==> src/sm3_pkg.sv <==
// ----------------------------------------------------------------------------
// SM3 package
// Shared types, constants and round functions of the SM3 hash engine.
// ----------------------------------------------------------------------------
package sm3_pkg;

	localparam logic [31:0] T_LOW  = 32'h79CC4519;
	localparam logic [31:0] T_HIGH = 32'h7A879D8A;
	localparam logic [7:0]  PAD_BYTE = 8'h80;
	localparam logic [255:0] SM3_IV = {32'h7380166F, 32'h4914B2B9, 32'h172442D7,
		32'hDA8A0600, 32'hA96F30BC, 32'h163138AA, 32'hE38DEE4D, 32'hB0FB0E4E};

	typedef struct packed {
		logic [31:0] msg_word;
		logic [2:0]  valid_bytes;
		logic        last_word;
	} in_req_t;

	typedef struct packed {
		logic [31:0] digest_word;
		logic [2:0]  word_index;
		logic        digest_last;
	} out_req_t;

	// Commands from controller to datapath.
	typedef struct packed {
		logic       put;        // write one byte into the buffer
		logic [7:0] put_byte;
		logic       len_add;    // add 8 to the bit length
		logic       snap_len;   // capture length for padding
		logic       rnd_start;  // load working registers
		logic       rnd_step;   // one compression round
		logic       rnd_fold;   // xor result into chaining value
		logic       clear;      // reset byte count, length and chaining value
	} dp_cmd_t;

	typedef struct packed {
		logic [5:0]  byte_cnt;
		logic [63:0] len_snap;
		logic [5:0]  round;
	} dp_stat_t;

	function automatic logic [31:0] rotl(input logic [31:0] x, input logic [4:0] n);
		logic [63:0] d;
		d = {x, x} << n;
		return d[63:32];
	endfunction

	function automatic logic [31:0] p0(input logic [31:0] x);
		return x ^ rotl(x, 5'd9) ^ rotl(x, 5'd17);
	endfunction

	function automatic logic [31:0] p1(input logic [31:0] x);
		return x ^ rotl(x, 5'd15) ^ rotl(x, 5'd23);
	endfunction

endpackage

==> src/sm3_datapath.sv <==
// ----------------------------------------------------------------------------
// SM3 datapath
// Block buffer, rolling message schedule, round logic and chaining value.
// ----------------------------------------------------------------------------
module sm3_datapath import sm3_pkg::*; (
	input  logic        clk,
	input  logic        arst_n,
	input  dp_cmd_t     cmd,
	output dp_stat_t    stat,
	output logic [255:0] cv
);

	logic [31:0] buf_q [16];
	logic [31:0] w_q [16];
	logic [5:0]  cnt_q;
	logic [63:0] len_q, snap_q;
	logic [5:0]  rnd_q;
	logic [255:0] cv_q;
	logic [31:0] a_q, b_q, c_q, d_q, e_q, f_q, g_q, h_q;

	logic [31:0] tj, a12, ss1, ss2, ff, gg, tt1, tt2, wn;
	logic [7:0]  sh;

	always_comb begin
		tj  = (rnd_q < 6'd16) ? T_LOW : T_HIGH;
		a12 = rotl(a_q, 5'd12);
		ss1 = rotl(a12 + e_q + rotl(tj, rnd_q[4:0]), 5'd7);
		ss2 = ss1 ^ a12;
		if (rnd_q < 6'd16) begin
			ff = a_q ^ b_q ^ c_q;
			gg = e_q ^ f_q ^ g_q;
		end else begin
			ff = (a_q & b_q) | (a_q & c_q) | (b_q & c_q);
			gg = (e_q & f_q) | (~e_q & g_q);
		end
		tt1 = ff + d_q + ss2 + (w_q[0] ^ w_q[4]);
		tt2 = gg + h_q + ss1 + w_q[0];
		wn  = p1(w_q[0] ^ w_q[7] ^ rotl(w_q[13], 5'd15)) ^ rotl(w_q[3], 5'd7) ^ w_q[10];
		sh  = 8'd24 - {3'd0, cnt_q[1:0], 3'd0};
	end

	always_ff @(posedge clk) begin
		if (cmd.put)
			buf_q[cnt_q[5:2]] <= (buf_q[cnt_q[5:2]] & ~(32'hFF << sh))
				| ({24'd0, cmd.put_byte} << sh);
		if (cmd.rnd_start) begin
			for (int i = 0; i < 16; i++)
				w_q[i] <= buf_q[i];
		end else if (cmd.rnd_step) begin
			for (int i = 0; i < 15; i++)
				w_q[i] <= w_q[i+1];
			w_q[15] <= wn;
		end
	end

	always_ff @(posedge clk or negedge arst_n) begin
		if (!arst_n) begin
			cnt_q  <= '0;
			len_q  <= '0;
			snap_q <= '0;
			rnd_q  <= '0;
			cv_q   <= SM3_IV;
			{a_q, b_q, c_q, d_q, e_q, f_q, g_q, h_q} <= SM3_IV;
		end else begin
			if (cmd.clear) begin
				cnt_q <= '0;
				len_q <= '0;
				cv_q  <= SM3_IV;
			end else begin
				if (cmd.put)
					cnt_q <= cnt_q + 6'd1;
				if (cmd.len_add)
					len_q <= len_q + 64'd8;
			end
			if (cmd.snap_len)
				snap_q <= len_q;
			if (cmd.rnd_start) begin
				rnd_q <= '0;
				{a_q, b_q, c_q, d_q, e_q, f_q, g_q, h_q} <= cv_q;
			end else if (cmd.rnd_step) begin
				rnd_q <= rnd_q + 6'd1;
				d_q <= c_q; c_q <= rotl(b_q, 5'd9); b_q <= a_q; a_q <= tt1;
				h_q <= g_q; g_q <= rotl(f_q, 5'd19); f_q <= e_q; e_q <= p0(tt2);
			end
			if (cmd.rnd_fold)
				cv_q <= cv_q ^ {a_q, b_q, c_q, d_q, e_q, f_q, g_q, h_q};
		end
	end

	assign stat = '{byte_cnt: cnt_q, len_snap: snap_q, round: rnd_q};
	assign cv   = cv_q;

endmodule

==> src/sm3_ctrl.sv <==
// ----------------------------------------------------------------------------
// SM3 controller
// Sequences byte intake, padding, compression and digest output.
// ----------------------------------------------------------------------------
module sm3_ctrl import sm3_pkg::*; (
	input  logic        clk,
	input  logic        arst_n,
	input  logic        in_valid,
	output logic        in_ready,
	input  in_req_t     in_req,
	output logic        out_valid,
	input  logic        out_ready,
	output logic [2:0]  out_idx,
	output dp_cmd_t     cmd,
	input  dp_stat_t    stat
);

	localparam logic [2:0] ST_IDLE = 3'd0;
	localparam logic [2:0] ST_BYTE = 3'd1;
	localparam logic [2:0] ST_PAD  = 3'd2;
	localparam logic [2:0] ST_RND  = 3'd3;
	localparam logic [2:0] ST_FOLD = 3'd4;
	localparam logic [2:0] ST_OUT  = 3'd5;

	logic [2:0]  state_q;
	logic [31:0] word_q;
	logic [2:0]  nb_q, bi_q, oi_q;
	logic        last_q, pad_q;
	logic [3:0]  pi_q;
	logic        start_q;
	logic [2:0]  nb_in;
	logic [7:0]  pb;
	logic        full;

	assign in_ready  = (state_q == ST_IDLE);
	assign out_valid = (state_q == ST_OUT);
	assign out_idx   = oi_q;
	assign nb_in     = (in_req.valid_bytes > 3'd4) ? 3'd4 : in_req.valid_bytes;
	assign full      = (stat.byte_cnt == 6'd63);

	always_comb begin
		case (pi_q)
			4'd0:    pb = PAD_BYTE;
			4'd1:    pb = 8'd0;
			default: pb = stat.len_snap[8'd63 - {pi_q - 4'd2, 3'd0} -: 8];
		endcase
	end

	always_comb begin
		cmd = '0;
		case (state_q)
			ST_BYTE: begin
				cmd.put      = (start_q == 1'b0);
				cmd.put_byte = word_q[31 - {bi_q[1:0], 3'd0} -: 8];
				cmd.len_add  = 1'b1;
			end
			ST_PAD: begin
				cmd.put      = (start_q == 1'b0);
				cmd.put_byte = pb;
			end
			ST_RND:  cmd.rnd_step = 1'b1;
			ST_FOLD: cmd.rnd_fold = 1'b1;
			ST_OUT:  cmd.clear = out_ready && (oi_q == 3'd7);
			default: cmd = '0;
		endcase
		if (start_q)
			cmd.rnd_start = 1'b1;
		if (state_q == ST_BYTE && start_q) begin
			cmd.len_add = 1'b0;
		end
		if (state_q == ST_PAD && pi_q == 4'd0 && !start_q)
			cmd.snap_len = 1'b1;
	end

	// Bytes: after each full block, start_q marks one cycle to load the schedule.
	always_ff @(posedge clk or negedge arst_n) begin
		if (!arst_n) begin
			state_q <= ST_IDLE;
			bi_q    <= '0;
			nb_q    <= '0;
			last_q  <= 1'b0;
			pad_q   <= 1'b0;
			pi_q    <= '0;
			oi_q    <= '0;
			start_q <= 1'b0;
			word_q  <= '0;
		end else begin
			start_q <= 1'b0;
			case (state_q)
				ST_IDLE: begin
					if (in_valid) begin
						word_q <= in_req.msg_word;
						nb_q   <= nb_in;
						last_q <= in_req.last_word;
						bi_q   <= '0;
						pi_q   <= '0;
						if (nb_in != 3'd0)
							state_q <= ST_BYTE;
						else if (in_req.last_word)
							state_q <= ST_PAD;
					end
				end
				ST_BYTE: begin
					if (start_q) begin
						state_q <= ST_RND;
					end else begin
						bi_q <= bi_q + 3'd1;
						if (full) begin
							start_q <= 1'b1;
							pad_q   <= 1'b0;
						end else if (bi_q + 3'd1 == nb_q) begin
							state_q <= last_q ? ST_PAD : ST_IDLE;
						end
					end
				end
				ST_PAD: begin
					if (start_q) begin
						state_q <= ST_RND;
					end else begin
						if (pi_q == 4'd0 && stat.byte_cnt == 6'd55)
							pi_q <= 4'd2;
						else if (pi_q == 4'd1 && stat.byte_cnt != 6'd55)
							pi_q <= 4'd1;
						else
							pi_q <= pi_q + 4'd1;
						if (full) begin
							start_q <= 1'b1;
							pad_q   <= 1'b1;
						end
					end
				end
				ST_RND: begin
					if (stat.round == 6'd63)
						state_q <= ST_FOLD;
				end
				ST_FOLD: begin
					if (!pad_q) begin
						if (bi_q == nb_q)
							state_q <= last_q ? ST_PAD : ST_IDLE;
						else
							state_q <= ST_BYTE;
					end else if (pi_q == 4'd10) begin
						oi_q    <= '0;
						state_q <= ST_OUT;
					end else begin
						state_q <= ST_PAD;
					end
				end
				ST_OUT: begin
					if (out_ready) begin
						oi_q <= oi_q + 3'd1;
						if (oi_q == 3'd7)
							state_q <= ST_IDLE;
					end
				end
				default: state_q <= ST_IDLE;
			endcase
		end
	end

	assert property (@(posedge clk) disable iff (!arst_n)
		out_valid |-> !in_ready)
		else $error("output and input both open");
	assert property (@(posedge clk) disable iff (!arst_n)
		(state_q == ST_RND) |-> !cmd.put)
		else $error("buffer written during rounds");
	assert property (@(posedge clk) disable iff (!arst_n)
		cmd.clear |-> (oi_q == 3'd7))
		else $error("clear before last digest word");

endmodule

==> src/sm3_hash_engine.sv <==
// ----------------------------------------------------------------------------
// SM3 hash engine
// Hashes one byte-packed message at a time and returns the 256-bit digest.
// ----------------------------------------------------------------------------
// A request on the input channel carries up to four big-endian bytes; the
// word flagged last_word ends the message. Bytes enter the block buffer one
// at a time, and every full 64-byte block is then compressed: the message
// schedule is loaded, 64 rounds run through the single round unit and the
// result is folded into the chaining value. On the last word the padding
// bytes go in one a cycle while no block is being compressed, one or two
// more blocks are compressed, and then the eight digest words leave on the
// output channel, most significant first, one per cycle while out_ready is
// high. A stalled receiver simply holds the block in its output state; no
// input is taken until the last digest word is gone. Reset loads the
// initial vector and clears the length and the byte count; the block
// buffer needs no clearing.
// ----------------------------------------------------------------------------
module sm3_hash_engine import sm3_pkg::*; (
	input  logic      clk,
	input  logic      arst_n,
	input  logic      in_valid,
	output logic      in_ready,
	input  in_req_t   in_req,
	output logic      out_valid,
	input  logic      out_ready,
	output out_req_t  out_req
);

	dp_cmd_t      cmd;
	dp_stat_t     stat;
	logic [255:0] cv;
	logic [2:0]   idx;

	sm3_ctrl u_ctrl (
		.clk, .arst_n, .in_valid, .in_ready, .in_req,
		.out_valid, .out_ready, .out_idx(idx), .cmd, .stat
	);

	sm3_datapath u_dp (
		.clk, .arst_n, .cmd, .stat, .cv
	);

	assign out_req.digest_word = cv[255 - {idx, 5'd0} -: 32];
	assign out_req.word_index  = idx;
	assign out_req.digest_last = (idx == 3'd7);

endmodule
==> config.mk <==
export PLATFORM = sky130hd
export DESIGN_NAME = sm3_hash_engine
export DESIGN_NICKNAME = d
export VERILOG_FILES = /design/src/sm3_pkg.sv /design/src/sm3_datapath.sv /design/src/sm3_ctrl.sv /design/src/sm3_hash_engine.sv
export SDC_FILE = /design/constraint.sdc
export NUM_CORES = 2
export LEC_CHECK = 0
export BUFFER_PORTS_ARGS = -buffer_cell sky130_fd_sc_hd__buf_4
export CELL_PAD_IN_SITES_DETAIL_PLACEMENT = 2
export CELL_PAD_IN_SITES_GLOBAL_PLACEMENT = 2
export CORE_MARGIN = 1.5
export CORE_UTILIZATION = 45
export CTS_CLUSTER_DIAMETER = 150
export CTS_CLUSTER_SIZE = 8
export DETAILED_ROUTE_END_ITERATION = 7
export GPL_TIMING_DRIVEN = 0
export HOLD_SLACK_MARGIN = 0.05
export MAX_ROUTING_LAYER = met4
export PLACE_DENSITY = 0.9
export SLEW_MARGIN = 10
export SYNTH_ARGS = -nofsm -noshare
export SYNTH_HDL_FRONTEND = slang
export SYNTH_SLANG_ARGS = --single-unit
==> constraint.sdc <==
create_clock -name clk -period 15.3 [get_ports clk]
set_clock_uncertainty 0.1 [all_clocks]
set_input_delay 3.06 -clock clk [delete_from_list [all_inputs] [get_ports clk]]
set_output_delay 3.06 -clock clk [all_outputs]
set_load 0.05 [all_outputs]
Word-level counts from Yosys, hierarchy flattened

Memories as Yosys holds them, arrays and structs flattened.
Index checks and enable logic that the tools add are counted.

Add/subtract/negate cells: 19
$lt $le $gt $ge: 2
Equal/unequal tests: 28
Shift-type cells: 6
Mux-type cells: 95
Bitwise gates (word level): 44
Reduce and logical (&&, ||, !) cells: 25

Operators by type and width:

| operator                                          | count |
|---|---|
| two-way mux 32 bit                                | 34 |
| two-way mux 256 bit                               | 2 |
| XOR 32 bit                                        | 14 |
| indexed part select 287 x 33 -> 32 bit            | 1 |
| adder 32 bit                                      | 8 |
| XOR 256 bit                                       | 1 |
| AND 32 bit                                        | 6 |
| two-way mux 64 bit                                | 2 |
| bitwise OR 32 bit                                 | 4 |
| indexed part select 71 x 9 -> 8 bit               | 1 |
| adder 64 x 4 -> 64 bit (second input constant)    | 1 |
| NOT 32 bit                                        | 2 |
| << shifter 64 x 5 -> 64 bit                       | 1 |
| two-way mux 3 bit                                 | 19 |
| indexed part select 39 x 33 -> 8 bit              | 1 |
| << shifter 8 x 8 -> 32 bit                        | 1 |
| << shifter 8 x 8 -> 32 bit (first input constant) | 1 |
| two-way mux 26 bit                                | 1 |
| two-way mux 6 bit                                 | 4 |
| two-way mux 1 bit                                 | 21 |
| equality test 6 bit (second input constant)       | 3 |
| one-hot mux 3 bit (6 select lines)                | 1 |
| one-hot mux 9 bit (2 select lines)                | 1 |
| two-way mux 4 bit                                 | 4 |
| other kinds (39)                                  | 85 |

Register bits: 703
Bits in writable memories: 1024
Output and inout port bits: 38
Word-level logic and storage cells: 243
Memories: 2

Memories:

| memory     | words | width | rd ports | clocked after Yosys merged registers in | wr ports | RTL line           | source |
|---|---|---|---|---|---|---|---|
| u_dp.buf_q | 16    | 32    | 17       | 0                                       | 1        | sm3_datapath.sv:13 | `logic [31:0] buf_q [16];` |
| u_dp.w_q   | 16    | 32    | 16       | 0                                       | 16       | sm3_datapath.sv:14 | `logic [31:0] w_q [16];` |

Longest topological paths before layout

Depth in word-level cells: 11
Mapped depth: 42
Depth with buffers taken out: 39

Hierarchy

From an unflattened synthesis, not the netlist that was laid out.

Cells, all modules: 7856
Area, all modules: 90564.4 um^2

By module, submodules not included:

| module          | instances | cells an instance | area each (um^2) | seq. area each (um^2) |
|---|---|---|---|---|
| sm3_datapath    | 1         | 7399              | 85285.5          | 47212.8 |
| sm3_ctrl        | 1         | 342               | 3325.7           | 1276.2 |
| sm3_hash_engine | 1         | 115               | 1953.1           | 0.0 |

Worst setup path before layout

OpenSTA, ideal clock, no wires.

Path kind: flip-flop to flip-flop
Start point: register u_ctrl.state_q[2]
End point: memory u_dp.w_q[0][0] (enable)
Setup time: 3.629 ns
Data arrival time: 9.812 ns
Path slack: 1.760 ns
Stages on the path, launching flop included: 7
Clock period less this slack: 13.540 ns
Cell sequence: dfrtp_1 -> clkbuf_1 -> nand3b_1 -> clkbuf_1 -> clkbuf_1 -> buf_1 -> nand2_1

RTL lines:

| element                | RTL line           | source |
|---|---|---|
| start, declared        | sm3_ctrl.sv:25     | `logic [2:0] state_q;` |
| start signal, assigned | sm3_ctrl.sv:112    | `state_q <= last_q ? ST_PAD : ST_IDLE;` |
| start signal, assigned | sm3_ctrl.sv:139    | `state_q <= last_q ? ST_PAD : ST_IDLE;` |
| end, declared          | sm3_datapath.sv:14 |  |

Final worst setup path

Start point: register u_dp.rnd_q[4]
End point: register u_dp.a_q[26]

Word-level cells in the longest chain between the ends: 9
Elaborated cells on any way between the ends: 11
Classes of those cells: 4 x add/sub; 1 x order compare; 1 x shift; 4 x mux; 1 x bitwise

Ends and longest elaborated chain:

| element                             | RTL line                               | source |
|---|---|---|
| start, declared                     | sm3_datapath.sv:17                     | `logic [5:0] rnd_q;` |
| start signal, assigned              | sm3_datapath.sv:81                     | `rnd_q <= rnd_q + 6'd1;` |
| less-than comparator 6 x 5 -> 1 bit | sm3_datapath.sv:25, sm3_datapath.sv:29 |  |
| two-way mux 26 bit                  | sm3_datapath.sv:25                     | `tj = (rnd_q < 6'd16) ? T_LOW : T_HIGH;` |
| << shifter 64 x 5 -> 64 bit         | sm3_pkg.sv:45                          | `d = {x, x} << n;` |
| adder 32 bit                        | sm3_datapath.sv:27                     | `ss1 = rotl(a12 + e_q + rotl(tj, rnd_q[4:0]), 5'd7);` |
| XOR 32 bit                          | sm3_datapath.sv:28                     | `ss2 = ss1 ^ a12;` |
| adder 32 bit (*) (2 in a row)       | sm3_datapath.sv:36                     | `tt1 = ff + d_q + ss2 + (w_q[0] ^ w_q[4]);` |
| two-way mux 32 bit (*)              | sm3_datapath.sv:80                     | `end else if (cmd.rnd_step) begin` |
| two-way mux 32 bit (*)              | sm3_datapath.sv:77                     | `if (cmd.rnd_start) begin` |
| end signal, assigned                | sm3_datapath.sv:79                     | `{a_q, b_q, c_q, d_q, e_q, f_q, g_q, h_q} <= cv_q;` |
| end signal, assigned                | sm3_datapath.sv:82                     | `d_q <= c_q; c_q <= rotl(b_q, 5'd9); b_q <= a_q; a_q <= tt1;` |
| end, declared                       | sm3_datapath.sv:19                     | `logic [31:0] a_q, b_q, c_q, d_q, e_q, f_q, g_q, h_q;` |

Mark *: on every way between the ends. The rest lies on a longest branch, timed or not. The select of a mux whose other input is x is not followed.
A chain may end at the register's enable or synchronous reset.

==> flow_metrics.py <==
metrics = {
    "global_routing": {
        "grt_use_met1": 0.533,
        "grt_pass1_wl_um": 659000,
        "grt_max_degree": 107,
        "grtUsageMet2": 0.723,
        "top_usage_layer": "met2",
        "grt_overflow": 0,
        "track_usage": 0.496,
        "grt_pass1_vias": 76700,
        "met3_usage": 0.168,
        "grt_antenna_before_repair": 50,
    },
    "routing": {
        "first_pass_iters": 8,
        "drt_iter0_drc": 12100,
        "viasPerCell": 7.57,
        "wl_per_cell_um": 51.8,
        "ant_nets": 0,
        "vias": 76800,
        "totalWireLength_um": 526000,
        "drc": 0,
    },
    "cells_and_area": {
        "fill_cells": 18300,
        "multi_input_comb_area_sq_um": 38100,
        "layout_commonest_cell": "edfxtp_1",
        "nets": 7628,
        "final_cell_mix": "edfxtp_1, nand2_1, mux2_2",
        "final_cells": 10100,
        "area_growth_pct": 13.8,
        "drive_above_1_share": 0.219,
        "seq_area_sq_um": 48500,
    },
    "timing": {
        "worstMarginPinSlew_ns": 2.18,
        "drv_slew": 150,
        "setup_viol": 0,
        "fin_crit_ns": 14.95,
        "fin_crit_sh": 0.977,
        "hold_viol": 0,
        "relSlewSlack": -0.461,
        "rsz0062_at_grt": "no",
        "whs_ns": 0.358,
        "max_freq_mhz": 66.9,
    },
    "placement": {
        "dpl.hpwl_um": 328000,
        "gp_congestion": 1.05,
        "placed_cells_incl_taps": 9672,
        "port-buffer-count": 77,
    },
    "logic_synthesis": {
        "ys_seq_elements": 1721,
        "synth_flop_cell": "edfxtp_1",
        "yosysUniqueCellTypes": 85,
        "syn_nets": 7253,
        "avgSynthCellArea_sq_um": 12.9,
        "ys_seq_area_frac": 0.545,
        "syn_area_sq_um": 88900,
        "synthArstFlopShare": 0.405,
        "yosys.area.top_type": "edfxtp_1",
        "synth-edff-count": 1024,
        "yosys_warnings": 0,
        "ys_top_cells_by_area": "edfxtp_1, dfrtp_1, mux2_2",
        "synth_top_area_share": 0.346,
        "synthCells": 6913,
    },
    "critical_path": {
        "cpPeakStageDelay_ns": 0.95,
        "critPathRequiredTime_ns": 16.05,
        "startpoint": "u_dp.rnd_q[4]",
        "path_common_cell": "o21ai_0",
        "cp-start-kind": "flip-flop",
        "crit_end": "u_dp.a_q[26]",
        "r2r_slack_ns": 0.35,
        "arrival_ns": 15.70,
        "timing.rr.end": "u_dp.a_q[26]",
        "worst-setup-path-type": "reg2reg",
        "critPathSlowestCell": "xnor2_1",
        "critPathMaxFanout": 13,
        "crit_path_end_kind": "flip-flop",
        "rr_worst_depth": 38,
        "r2r-start": "u_dp.rnd_q[4]",
    },
    "clock_network": {
        "htree_levels": 4,
        "cts_resized": 0,
        "clock_latency_ns": 0.99,
        "clkSinkCount": 1721,
        "clk_pin_slew_ns": 0.09,
        "root_buffer": "clkbuf_16",
        "cts-buffers-inserted": 233,
        "cts_tree": "done",
        "cts_hold_buf": 0,
        "clockBufferDepth": 3,
        "post_cts_buffers": 0,
    },
    "run_status": {
        "status": "finished with violations",
        "violations": "capacitance limit, slew limit",
    },
    "worst_hold_path": {
        "min_from": "u_dp.cv[159]",
        "worstHoldPathType": "reg2reg",
    },
    "die": {
        "io_pins": 78,
        "die_h_um": 448,
        "core_sq_um": 196000,
        "rows": 162,
        "initial_core_util": 0.455,
        "die_x_um": 448,
        "die_area_sq_um": 200000,
    },
    "job": {
        "max_cap_viol_count": 21,
    },
}
==> cell families (layout without fill, tap and decap cells) <==
kind of cell    after synthesis  in the layout  share of synthesized area
mux                        1105           1105                      0.167
buf+inv                     717           1223                     0.0304
compound gates             1272           1272                     0.0855
flops                      1721           1721                      0.545
simple gates               1302           1302                     0.0633
fa+ha+maj                   300            300                     0.0581
xor+xnor                    496            496                     0.0499
other cells                   0            103                          0
==> final cells by class <==
| class | instances | share of cell area |
|---|---|---|
| Tap cell | 2624 | 0.0324 |
| Buffer | 379 | 0.0146 |
| Clock buffer | 350 | 0.0620 |
| Multi-Input combinational cell | 4475 | 0.377 |
| Antenna cell | 103 | 0.00255 |
| Clock inverter | 16 | 0.00361 |
| Inverter | 338 | 0.0125 |
| Timing Repair Buffer | 140 | 0.0161 |
| Sequential cell | 1721 | 0.479 |
==> worst max-delay path: cells and delay by family, from the launching register on <==
kind | cells | cell delay (ns)
buffers and inverters | 7 | 3.37
xor gates and xnor gates | 3 | 1.42
AOI/OAI and AO/OA | 19 | 6.24
and+or+nand+nor | 3 | 0.42
adders and majority gates | 6 | 2.97
DFF | 1 | 0.34
==> sequential cells by signal, summed over array words and instances (netlist names), 32 cells and up <==
signal / cells
u_dp.c_q: 32
u_dp.a_q: 32
u_dp.snap_q: 61
u_ctrl.word_q: 32
u_dp.e_q: 32
u_dp.f_q: 32
u_dp.b_q: 32
u_dp.len_q: 61
u_dp.h_q: 32
u_dp.d_q: 32
u_dp.w_q: 512
u_dp.buf_q: 512
u_dp.cv: 256
u_dp.g_q: 32
==> through the flow <==
| stage | instance area [sq um] | worst slack, ns | utilization | setup TNS (ns) |
|---|---|---|---|---|
| after floorplan | 88900 | 1.76 | - | 0 |
| after global placement | 92800 | -6.77 | 0.474 | -3409.90 |
| after detailed placement | 93900 | 1.38 | 0.480 | 0 |
| after CTS | 101000 | 1.15 | 0.514 | 0 |
| after global routing | 101000 | 0.379 | 0.517 | 0 |
| final | 101000 | 0.351 | 0.517 | 0 |
==> worst min path at each step <==
stage	slack [ns]	cells after the start	endpoint
2_1_floorplan	0.34	2	u_dp.snap_q[60]
3_3_place_gp	0.36	2	u_dp.snap_q[60]
3_5_place_dp	0.38	2	u_dp.e_q[5]
4_1_cts	0.35	2	u_dp.d_q[31]
5_1_grt	0.40	2	u_dp.d_q[31]
6_report	0.36	2	u_dp.d_q[31]
==> synth_stat cells (all sizes together) (19+ instances only) <==
master     n
a211oi   131
xnor2    370
a21oi    187
nand3    194
o21a      36
buf       79
a31oi    153
dfrtp    459
and3      34
or3       21
a21o      37
o211ai    29
nand4     19
dfstp    238
xor2     121
nand2    633
mux4     245
fa       188
mux2i    248
edfxtp  1024
o21ai    559
o22ai     39
mux2     612
clkbuf   300
nor3      44
nor2     281
inv      336
ha       112
==> per-layer routing <==
metal / vias to the layer above / wire (um)
li1: 26100 / -
met1: 38600 / 161000
met2: 8247 / 219000
met3: 3803 / 75000
met4: 0 / 70500
met5: - / 0
Power is left out: the tool's default activity adds up to more than one toggle a clock period on the data nets, which glitch-free logic cannot reach.
